===== config.mk =====
export PLATFORM = sky130hd
export DESIGN_NAME = json_string_unescape_to_utf8_unit
export DESIGN_NICKNAME = d
export VERILOG_FILES = /design/src/hdl/jsu_pkg.sv /design/src/hdl/json_string_unescape_to_utf8_unit.sv /design/src/hdl/jsu_decode.sv
export SDC_FILE = /design/constraint.sdc
export NUM_CORES = 1
export LEC_CHECK = 0
export BUFFER_PORTS_ARGS = -buffer_cell sky130_fd_sc_hd__buf_4
export CAP_MARGIN = 10
export CELL_PAD_IN_SITES_DETAIL_PLACEMENT = 1
export CELL_PAD_IN_SITES_GLOBAL_PLACEMENT = 1
export CORE_MARGIN = 2
export CORE_UTILIZATION = 50
export CTS_BUF_LIST = sky130_fd_sc_hd__clkbuf_4
export DETAILED_ROUTE_END_ITERATION = 7
export PLACE_DENSITY_LB_ADDON = 0.1
export SKIP_CTS_REPAIR_TIMING = 1
export SLEW_MARGIN = 20
export SYNTH_ARGS = -nofsm -noshare
export SYNTH_HDL_FRONTEND = slang
export SYNTH_SLANG_ARGS = --single-unit

===== constraint.sdc =====
create_clock -name i_clk -period 9.4 [get_ports i_clk]
set_input_delay 0 -clock i_clk [delete_from_list [all_inputs] [get_ports i_clk]]
set_output_delay 0 -clock i_clk [all_outputs]
set_load 0.01 [all_outputs]

===== src/hdl/jsu_pkg.sv =====
// ----------------------------------------------------------------------------
// jsu_pkg
// Types, codes and helpers shared by the JSON string unescaper.
// ----------------------------------------------------------------------------
package jsu_pkg;

    localparam int unsigned MaxResults = 6;

    typedef enum logic [2:0] {
        MODE_WAIT    = 3'd0,
        MODE_STR     = 3'd1,
        MODE_ESC     = 3'd2,
        MODE_HEX     = 3'd3,
        MODE_HELD    = 3'd4,
        MODE_HELD_BS = 3'd5,
        MODE_HEX2    = 3'd6
    } t_mode;

    typedef enum logic [2:0] {
        KIND_DATA    = 3'd0,
        KIND_DONE    = 3'd1,
        KIND_BADHEX  = 3'd2,
        KIND_UNTERM  = 3'd3,
        KIND_NOQUOTE = 3'd4
    } t_kind;

    typedef struct packed {
        t_mode       mode;
        logic [15:0] hex_accum;
        logic [1:0]  digit_count;
        logic [9:0]  high_half;
    } t_state;

    typedef struct packed {
        t_kind      kind;
        logic [7:0] data;
        logic       last;
    } t_result;

    typedef struct packed {
        logic [2:0]      len;
        logic [3:0][7:0] bytes;
    } t_utf8;

    localparam logic [15:0] HiSurLo  = 16'hD800;
    localparam logic [15:0] HiSurHi  = 16'hDBFF;
    localparam logic [15:0] LoSurLo  = 16'hDC00;
    localparam logic [15:0] LoSurHi  = 16'hDFFF;
    localparam logic [20:0] PlaneOne = 21'h10000;
    localparam logic [20:0] Replace  = 21'h0FFFD;

    function automatic logic [4:0] hex_value(input logic [7:0] c);
        logic [4:0] v;
        v = 5'd16;
        if (c >= "0" && c <= "9") v = 5'(c - 8'h30);
        else if (c >= "a" && c <= "f") v = 5'(c - 8'h57);
        else if (c >= "A" && c <= "F") v = 5'(c - 8'h37);
        return v;
    endfunction

    function automatic t_utf8 utf8_encode(input logic [20:0] cp);
        t_utf8 u;
        u = '0;
        if (cp <= 21'h7F) begin
            u.len      = 3'd1;
            u.bytes[0] = cp[7:0];
        end else if (cp <= 21'h7FF) begin
            u.len      = 3'd2;
            u.bytes[0] = {3'b110, cp[10:6]};
            u.bytes[1] = {2'b10, cp[5:0]};
        end else if (cp <= 21'hFFFF) begin
            u.len      = 3'd3;
            u.bytes[0] = {4'b1110, cp[15:12]};
            u.bytes[1] = {2'b10, cp[11:6]};
            u.bytes[2] = {2'b10, cp[5:0]};
        end else begin
            u.len      = 3'd4;
            u.bytes[0] = {5'b11110, cp[20:18]};
            u.bytes[1] = {2'b10, cp[17:12]};
            u.bytes[2] = {2'b10, cp[11:6]};
            u.bytes[3] = {2'b10, cp[5:0]};
        end
        return u;
    endfunction

endpackage


===== src/hdl/json_string_unescape_to_utf8_unit.sv =====
// ----------------------------------------------------------------------------
// json_string_unescape_to_utf8_unit
// Decodes one quoted JSON string from a byte stream into UTF-8 bytes.
// ----------------------------------------------------------------------------
// Each accepted source byte is decoded in the cycle it arrives and its results
// (zero to six) land in a six-entry result queue that drains one result per
// cycle on the master side while the master is ready. Plain string text streams
// at one byte per clock while the master is ready; a byte that yields several
// results holds off the next byte until they drain through the single-result
// output port. The source side is ready while the queue is empty or giving up
// its last entry. Results appear in the cycle after their source byte.
module json_string_unescape_to_utf8_unit (
    input  logic       i_clk,
    input  logic       i_rst_n,
    input  logic       i_s_tvalid,
    output logic       o_s_tready,
    input  logic [7:0] i_s_tdata,   // [7:0] src_byte
    input  logic       i_s_tuser,   // [0] source_end
    output logic       o_m_tvalid,
    input  logic       i_m_tready,
    output logic [7:0] o_m_tdata,   // [7:0] out_byte
    output logic [2:0] o_m_tuser,   // [2:0] out_kind
    output logic       o_m_tlast
);

    jsu_pkg::t_state                               r_state;
    jsu_pkg::t_state                               n_state;
    jsu_pkg::t_result [jsu_pkg::MaxResults-1:0]    r_buf;
    jsu_pkg::t_result [jsu_pkg::MaxResults-1:0]    dec_results;
    logic [2:0]                                    r_cnt;
    logic [2:0]                                    dec_count;
    logic                                          s_fire;
    logic                                          m_fire;

    jsu_decode u_decode (
        .i_state   (r_state),
        .i_byte    (i_s_tdata),
        .i_end     (i_s_tuser),
        .o_state   (n_state),
        .o_results (dec_results),
        .o_count   (dec_count)
    );

    assign o_m_tvalid = (r_cnt != 3'd0);
    assign m_fire     = o_m_tvalid && i_m_tready;
    assign o_s_tready = (r_cnt == 3'd0) || (r_cnt == 3'd1 && i_m_tready);
    assign s_fire     = i_s_tvalid && o_s_tready;
    assign o_m_tdata  = r_buf[0].data;
    assign o_m_tuser  = r_buf[0].kind;
    assign o_m_tlast  = r_buf[0].last;

    always_ff @(posedge i_clk) begin
        if (!i_rst_n) begin
            r_state <= '{mode: jsu_pkg::MODE_WAIT, hex_accum: '0, digit_count: '0,
                         high_half: '0};
            r_cnt   <= 3'd0;
        end else if (s_fire) begin
            r_state <= n_state;
            r_cnt   <= dec_count;
        end else if (m_fire) begin
            r_cnt <= 3'(r_cnt - 3'd1);
        end
    end

    always_ff @(posedge i_clk) begin
        if (s_fire) begin
            r_buf <= dec_results;
        end else if (m_fire) begin
            r_buf <= {jsu_pkg::t_result'(0), r_buf[jsu_pkg::MaxResults-1:1]};
        end
    end

    a_cnt_range: assert property (@(posedge i_clk) disable iff (!i_rst_n)
        r_cnt <= 3'(jsu_pkg::MaxResults))
        else $error("result count out of range");

    a_last_on_final: assert property (@(posedge i_clk) disable iff (!i_rst_n)
        o_m_tvalid |-> (o_m_tlast == (r_cnt == 3'd1)))
        else $error("tlast does not match the final queued result");

    a_drain_step: assert property (@(posedge i_clk) disable iff (!i_rst_n)
        (m_fire && !s_fire) |=> (r_cnt == 3'($past(r_cnt) - 3'd1)))
        else $error("queue did not advance by one on a pop");

    a_nondata_zero: assert property (@(posedge i_clk) disable iff (!i_rst_n)
        (o_m_tvalid && o_m_tuser != jsu_pkg::KIND_DATA) |-> (o_m_tdata == 8'h00))
        else $error("status result carries a nonzero byte");

endmodule


===== src/hdl/jsu_decode.sv =====
// ----------------------------------------------------------------------------
// jsu_decode
// Next state and the full result list for one source byte.
// ----------------------------------------------------------------------------
module jsu_decode (
    input  jsu_pkg::t_state                         i_state,
    input  logic [7:0]                              i_byte,
    input  logic                                    i_end,
    output jsu_pkg::t_state                         o_state,
    output jsu_pkg::t_result [jsu_pkg::MaxResults-1:0] o_results,
    output logic [2:0]                              o_count
);

    logic            pre_fffd;
    logic            byte_en;
    logic            cp_en;
    jsu_pkg::t_kind  m_kind;
    logic [7:0]      m_byte;
    logic [20:0]     cp;
    jsu_pkg::t_mode  eff_mode;
    logic [4:0]      digit;
    logic [15:0]     acc_new;
    logic            fourth;
    jsu_pkg::t_utf8  pre_u;
    jsu_pkg::t_utf8  main_u;
    logic [2:0]      off;
    logic [2:0]      j;
    logic [2:0]      total;

    always_comb begin
        o_state  = i_state;
        pre_fffd = 1'b0;
        byte_en  = 1'b0;
        cp_en    = 1'b0;
        m_kind   = jsu_pkg::KIND_DATA;
        m_byte   = 8'h00;
        cp       = '0;
        digit    = jsu_pkg::hex_value(i_byte);
        acc_new  = {i_state.hex_accum[11:0], digit[3:0]};
        fourth   = (i_state.digit_count == 2'd3);
        eff_mode = i_state.mode;

        if (i_state.mode == jsu_pkg::MODE_HELD && i_byte != "\\") begin
            pre_fffd = 1'b1;
            eff_mode = jsu_pkg::MODE_STR;
        end
        if (i_state.mode == jsu_pkg::MODE_HELD_BS && i_byte != "u") begin
            pre_fffd = 1'b1;
            eff_mode = jsu_pkg::MODE_ESC;
        end

        if (i_end) begin
            byte_en = 1'b1;
            m_kind  = (i_state.mode inside {jsu_pkg::MODE_STR, jsu_pkg::MODE_ESC,
                       jsu_pkg::MODE_HEX, jsu_pkg::MODE_HELD, jsu_pkg::MODE_HELD_BS,
                       jsu_pkg::MODE_HEX2}) ? jsu_pkg::KIND_UNTERM : jsu_pkg::KIND_NOQUOTE;
            pre_fffd = 1'b0;
            o_state  = '0;
        end else begin
            case (eff_mode)
                jsu_pkg::MODE_STR: begin
                    if (i_byte == "\"") begin
                        byte_en = 1'b1;
                        m_kind  = jsu_pkg::KIND_DONE;
                        o_state = '0;
                    end else if (i_byte == "\\") begin
                        o_state.mode = jsu_pkg::MODE_ESC;
                    end else begin
                        byte_en      = 1'b1;
                        m_byte       = i_byte;
                        o_state.mode = jsu_pkg::MODE_STR;
                    end
                end
                jsu_pkg::MODE_ESC: begin
                    o_state.mode = jsu_pkg::MODE_STR;
                    byte_en      = 1'b1;
                    case (i_byte)
                        "b":     m_byte = 8'h08;
                        "f":     m_byte = 8'h0C;
                        "n":     m_byte = 8'h0A;
                        "r":     m_byte = 8'h0D;
                        "t":     m_byte = 8'h09;
                        "u": begin
                            byte_en             = 1'b0;
                            o_state.mode        = jsu_pkg::MODE_HEX;
                            o_state.hex_accum   = '0;
                            o_state.digit_count = '0;
                        end
                        default: m_byte = i_byte;
                    endcase
                end
                jsu_pkg::MODE_HELD: begin
                    o_state.mode = jsu_pkg::MODE_HELD_BS;
                end
                jsu_pkg::MODE_HELD_BS: begin
                    o_state.mode        = jsu_pkg::MODE_HEX2;
                    o_state.hex_accum   = '0;
                    o_state.digit_count = '0;
                end
                jsu_pkg::MODE_HEX, jsu_pkg::MODE_HEX2: begin
                    if (digit[4]) begin
                        byte_en = 1'b1;
                        m_kind  = jsu_pkg::KIND_BADHEX;
                        o_state = '0;
                    end else begin
                        o_state.hex_accum   = acc_new;
                        o_state.digit_count = fourth ? 2'd0 : 2'(i_state.digit_count + 2'd1);
                        if (fourth) begin
                            if (eff_mode == jsu_pkg::MODE_HEX2 && acc_new >= jsu_pkg::LoSurLo
                                && acc_new <= jsu_pkg::LoSurHi) begin
                                cp_en        = 1'b1;
                                cp           = jsu_pkg::PlaneOne
                                               + {1'b0, i_state.high_half, acc_new[9:0]};
                                o_state.mode = jsu_pkg::MODE_STR;
                            end else begin
                                pre_fffd = (eff_mode == jsu_pkg::MODE_HEX2);
                                if (acc_new >= jsu_pkg::HiSurLo && acc_new <= jsu_pkg::HiSurHi)
                                begin
                                    o_state.high_half = acc_new[9:0];
                                    o_state.mode      = jsu_pkg::MODE_HELD;
                                end else begin
                                    cp_en = 1'b1;
                                    if (acc_new >= jsu_pkg::LoSurLo && acc_new <= jsu_pkg::LoSurHi)
                                        cp = jsu_pkg::Replace;
                                    else
                                        cp = {5'd0, acc_new};
                                    o_state.mode = jsu_pkg::MODE_STR;
                                end
                            end
                        end
                    end
                end
                default: begin
                    if (i_byte == "\"") begin
                        o_state.mode = jsu_pkg::MODE_STR;
                    end else if (i_byte inside {8'h20, [8'h09:8'h0D]}) begin
                        o_state.mode = jsu_pkg::MODE_WAIT;
                    end else begin
                        byte_en = 1'b1;
                        m_kind  = jsu_pkg::KIND_NOQUOTE;
                        o_state = '0;
                    end
                end
            endcase
        end
    end

    always_comb begin
        pre_u  = jsu_pkg::utf8_encode(jsu_pkg::Replace);
        main_u = jsu_pkg::utf8_encode(cp);
        off    = pre_fffd ? 3'd3 : 3'd0;
        total  = 3'(off + (byte_en ? 3'd1 : 3'd0) + (cp_en ? main_u.len : 3'd0));
        for (int i = 0; i < jsu_pkg::MaxResults; i++) begin
            o_results[i] = '0;
            j = 3'(3'(i) - off);
            if (pre_fffd && 3'(i) < 3'd3) begin
                o_results[i].data = pre_u.bytes[i[1:0]];
            end else if (byte_en && j == 3'd0) begin
                o_results[i].kind = m_kind;
                o_results[i].data = m_byte;
            end else if (cp_en && j < main_u.len) begin
                o_results[i].data = main_u.bytes[j[1:0]];
            end
            o_results[i].last = (3'(i + 1) == total);
        end
        o_count = total;
    end

endmodule


==> parameters.txt <==
Parameter                              Value

Global route
  Via count of the first global-routing pass ... 6,160
  Number of antenna violations at the first check in global routing ... 1
  Global routing usage summed across all routing layers ... 30.33%
  Wire length of the first global-routing pass ... 33,380 um
  Pin count of the biggest net entering global routing ... 72
  Global route overflow ... 0

Power
  Logic pwr share ... 27.5%
  Clock Power Share ... 20.2%
  Power density relative to cell area ... 178.8 mW/mm^2
  Net Sw Power ... 405.8 uW
  Net Sw Frac ... 33.15%
  Fraction of power consumed by sequential logic ... 52.3%
  Internal power contribution ... 818.2 uW
  Static leakage ... 0.002256 uW
  Peak supply drop ... 202.8 uV

Route
  Wirelength per Cell ... 22.66 um
  Initial DRC Count ... 652
  Total via count after detailed routing ... 5,946
  DRT Pass-1 Iters ... 5
  DRC violation count after routing ... 0
  Final WL ... 20,730 um
  Vias per inst ... 6.498
  Routed Antenna Nets ... 0

STA
  Fmax ... 191.6 MHz
  Worst slew pin tran ... 0.9173 ns
  RSZ-0062 raised after global routing ... false
  Clock Skew ... 0.02281 ns
  Number of max-slew violations in the final report ... 0
  Final setup TNS ... 0 ns
  Final count of hold timing violations ... 0
  Final number of setup-violating endpoints ... 0
  Fin crit share ... 55.52%
  Max-slew headroom at the worst pin ... 38.84%
  Post-layout min period ... 5.219 ns

Critical path
  CP endpoint kind ... flop
  Critical path peak fanout ... 18
  Setup Crit Path Kind ... flop to flop
  Cell with the largest stage delay on the worst path ... sky130_fd_sc_hd__dfxtp_1
  Cell with the most instances on the worst path ... sky130_fd_sc_hd__nand2_1
  Startpoint type of the worst setup path ... flop
  Worst Path Buf+Inv ... 1
  Series of cell instances along the critical path ... and3b_1 -> nand3_1 -> a32oi_1 -> a21o_1 -> nand2_1 -> nand2_1 -> nand2_1 -> fa_1 -> fa_1 -> xnor2_1 -> o21ai_0 -> a22oi_1 -> nor2b_1 -> dlygate4sd3_1
  Crit path max-delay family ... compound AO/OA/AOI/OAI gates
  Endpoint required time on the critical path ... 9.80 ns
  Crit path DAT ... 5.62 ns
  Critical Path Max Stage Delay ... 0.77 ns

Floorplanning
  Initial standard-cell utilization of the core ... 51.13%
  Die Outline Area ... 0.01378 mm^2
  Std-Cell Core Area ... 0.01257 mm^2
  Height of the die ... 117.4 um
  Number of rows in the core area ... 41
  Horizontal die dimension ... 117.4 um
  I/O pins ... 27

Outcome
  Outcome ... finished clean

Clocking
  Number of CTS-inserted buffers ... 9
  Clock-pin slew on the worst setup and hold paths ... 0.17 ns
  Root Buffer ... sky130_fd_sc_hd__clkbuf_4
  Deepest level of the CTS H-tree ... 3
  Maximum buffer depth of the clock tree ... 2
  Sink count of the clock tree ... 96
  Clock tree from TritonCTS ... built
  Clock insertion delay at the later pin of the skew report ... 0.50 ns

Synthesis
  Seq/Total Area, Yosys ... 40.19%
  Number of cells produced by synthesis ... 741
  Top cell type by total area after synthesis ... sky130_fd_sc_hd__edfxtp_1
  Synthesis warning total ... 0
  Count of unique library cells instantiated by Yosys ... 80
  Flop and latch count out of synthesis ... 96
  Area fraction of the dominant cell type after synthesis ... 30.84%
  Number of enable flip-flop cells after synthesis ... 66
  Netlist Area Pre-Place ... 0.006426 mm^2
  Mean Syn Cell Area ... 8.672 um^2
  Async set-or-reset flop fraction in the synthesized netlist ... 0%
  Dominant register cell in the synthesized netlist ... sky130_fd_sc_hd__edfxtp_1
  Top cells by area in the synthesized netlist ... sky130_fd_sc_hd__edfxtp_1, sky130_fd_sc_hd__dfxtp_1, sky130_fd_sc_hd__o21ai_0

Run
  Max-capacitance violation count ... 0

Cells and area
  Area added between synthesis and finish ... 6.523%
  Final net count ... 767
  Sequential cell area in the final layout ... 0.002582 mm^2
  Multi-input logic area ... 0.003536 mm^2
  Layout cell share with drive strength beyond 1 ... 10.09%
  Layout filler cell count ... 1,499
  Diode insertion count for antenna repair ... 0
  Area of all placed cells without fillers ... 0.006845 mm^2

Hold path
  Worst Hold Class ... primary input to flop

Place
  HPWL Detailed ... 14,750 um
  Post-Place Cell Area ... 0.006645 mm^2
  Number of buffer cells added on primary ports ... 26
  GPL Wtd Cong ... 0.9375
state kept, by name, indices dropped and copies added, names as in the netlist:
register	flops
o_m_tdata	8
r_state	27
o_m_tuser	3
r_buf	54
o_m_tlast	1
r_cnt	3
cells in the mapped netlist (8+ instances only):
master and n:
sky130_fd_sc_hd__inv_1 13, sky130_fd_sc_hd__nor3_1 29, sky130_fd_sc_hd__nor2b_1 9, sky130_fd_sc_hd__and2_1 14, sky130_fd_sc_hd__o31ai_1 8, sky130_fd_sc_hd__o21ai_0 65, sky130_fd_sc_hd__o21a_1 8, sky130_fd_sc_hd__ha_1 14
sky130_fd_sc_hd__nand2_1 77, sky130_fd_sc_hd__a22o_1 8, sky130_fd_sc_hd__and3_1 9, sky130_fd_sc_hd__a21oi_1 54, sky130_fd_sc_hd__nor2_1 73, sky130_fd_sc_hd__a21boi_0 15, sky130_fd_sc_hd__nand2b_1 13, sky130_fd_sc_hd__clkbuf_1 36
sky130_fd_sc_hd__dfxtp_1 30, sky130_fd_sc_hd__a31oi_1 13, sky130_fd_sc_hd__nand4_1 12, sky130_fd_sc_hd__edfxtp_1 66, sky130_fd_sc_hd__or3_1 8, sky130_fd_sc_hd__buf_4 11, sky130_fd_sc_hd__nand3_1 20
cell families after synthesis:
family | count (synthesis) | synth area share [%]
adders and majority gates | 17 | 3.505
muxes | 8 | 1.324
DFF | 96 | 40.19
AOI/OAI and AO/OA | 245 | 25.33
xor gates and xnor gates | 6 | 0.8178
other | 1 | 0.05836
buffers and inverters | 70 | 4.946
and+or+nand+nor | 298 | 23.83
worst paths after layout:
kind | start | endpoint | slack [ns] | depth (start not counted)
max reg2reg | r_state[29] | r_cnt[2] | 4.18 | 14
min | i_s_tuser | r_state[28] | 0.006 | 4
max | r_state[29] | r_cnt[2] | 4.18 | 14
min reg2reg | r_state[5] | r_state[5] | 0.50 | 2
worst reg2reg max path: cells and delay by family, from the launching register on:
kind	cells	cell delay (ns)
AOI/OAI and AO/OA	4	1.45
adders and majority gates	2	0.86
DFF	1	0.77
and+or+nand+nor	6	1.17
xor gates and xnor gates	1	0.37
buffers and inverters	1	0.54
stage by stage:
| stage | hold WS [ns] | instances | power [uW] | worst slack (ns) | util, % |
|---|---|---|---|---|---|
| finish | 0.006301 | 915 | 1224 | 4.181 | 54.46 |
| global route | 0.04438 | 915 | 1290 | 3.850 | 54.46 |
| CTS | -0.1328 | 910 | 1228 | 4.854 | 54.07 |
| detailed placement | 0.4105 | 894 | 986.5 | 4.850 | 52.87 |
| global placement | 0.3926 | 894 | 962.9 | 5.040 | 52.87 |
| floorplan | 0.1821 | 743 | 878.7 | 5.704 | - |
routing by layer:
metal	wire (um)	global-route usage [%]	vias to the layer above	part of all wire, %
met4	803	13.33	0	3.9
met2	10150	50.48	221	49
met1	8675	38.25	2925	42
li1	-	-	2747	-
met3	1099	6.128	53	5.3
met5	0	0	-	0
power groups by stage:
stage	sequential [uW]	combinational (uW)	clock [uW]
2_1_floorplan	640	239	0
3_3_place_gp	644	319	0
3_5_place_dp	651	336	0
4_1_cts	641	336	251
5_1_grt	653	371	267
6_report	641	337	247
final cells by class:
cell class              instances  area share, %
well taps                     172          3.144
repair buffers                 39          4.460
flip-flops and latches         96          37.73
clock inverters                 7          1.206
multi-input cells             577          51.65
clock buffers                   9         0.9870
inverters                      15         0.8225
placed cells by master, fill, tap and decap left out, types with 4 or more instances in the layout:
| cell type | netlist | final |
|---|---|---|
| sky130_fd_sc_hd__nand2_1 | 77 | 76 |
| sky130_fd_sc_hd__nand4b_1 | 5 | 5 |
| sky130_fd_sc_hd__mux2i_1 | 4 | 4 |
| sky130_fd_sc_hd__nor2b_1 | 9 | 9 |
| sky130_fd_sc_hd__and2_1 | 14 | 14 |
| sky130_fd_sc_hd__buf_4 | 11 | 34 |
| sky130_fd_sc_hd__nand4_1 | 12 | 12 |
| sky130_fd_sc_hd__ha_1 | 14 | 14 |
| sky130_fd_sc_hd__nor2_1 | 73 | 73 |
| sky130_fd_sc_hd__nand3_1 | 20 | 20 |
| sky130_fd_sc_hd__a211oi_1 | 7 | 7 |
| sky130_fd_sc_hd__nand2b_1 | 13 | 13 |
| sky130_fd_sc_hd__o22ai_1 | 7 | 7 |
| sky130_fd_sc_hd__o31ai_1 | 8 | 8 |
| sky130_fd_sc_hd__dlygate4sd3_1 | 0 | 5 |
| sky130_fd_sc_hd__a21boi_0 | 15 | 15 |
| sky130_fd_sc_hd__inv_1 | 13 | 13 |
| sky130_fd_sc_hd__edfxtp_1 | 66 | 66 |
| sky130_fd_sc_hd__or2_2 | 4 | 4 |
| sky130_fd_sc_hd__xor2_1 | 4 | 4 |
| sky130_fd_sc_hd__or3_1 | 8 | 8 |
| sky130_fd_sc_hd__a21oi_1 | 54 | 54 |
| sky130_fd_sc_hd__a32oi_1 | 4 | 4 |
| sky130_fd_sc_hd__o21ai_0 | 65 | 65 |
| sky130_fd_sc_hd__o21a_1 | 8 | 8 |
| sky130_fd_sc_hd__a22o_1 | 8 | 8 |
| sky130_fd_sc_hd__clkbuf_4 | 0 | 9 |
| sky130_fd_sc_hd__nor3_1 | 29 | 29 |
| sky130_fd_sc_hd__a31oi_1 | 13 | 13 |
| sky130_fd_sc_hd__o211ai_1 | 5 | 5 |
| sky130_fd_sc_hd__mux2_2 | 4 | 4 |
| sky130_fd_sc_hd__a32o_1 | 5 | 5 |
| sky130_fd_sc_hd__dfxtp_1 | 30 | 30 |
| sky130_fd_sc_hd__a22oi_1 | 7 | 7 |
| sky130_fd_sc_hd__and3_1 | 9 | 9 |
| sky130_fd_sc_hd__nand3b_1 | 4 | 4 |
Power figures use the tool's default switching activity.
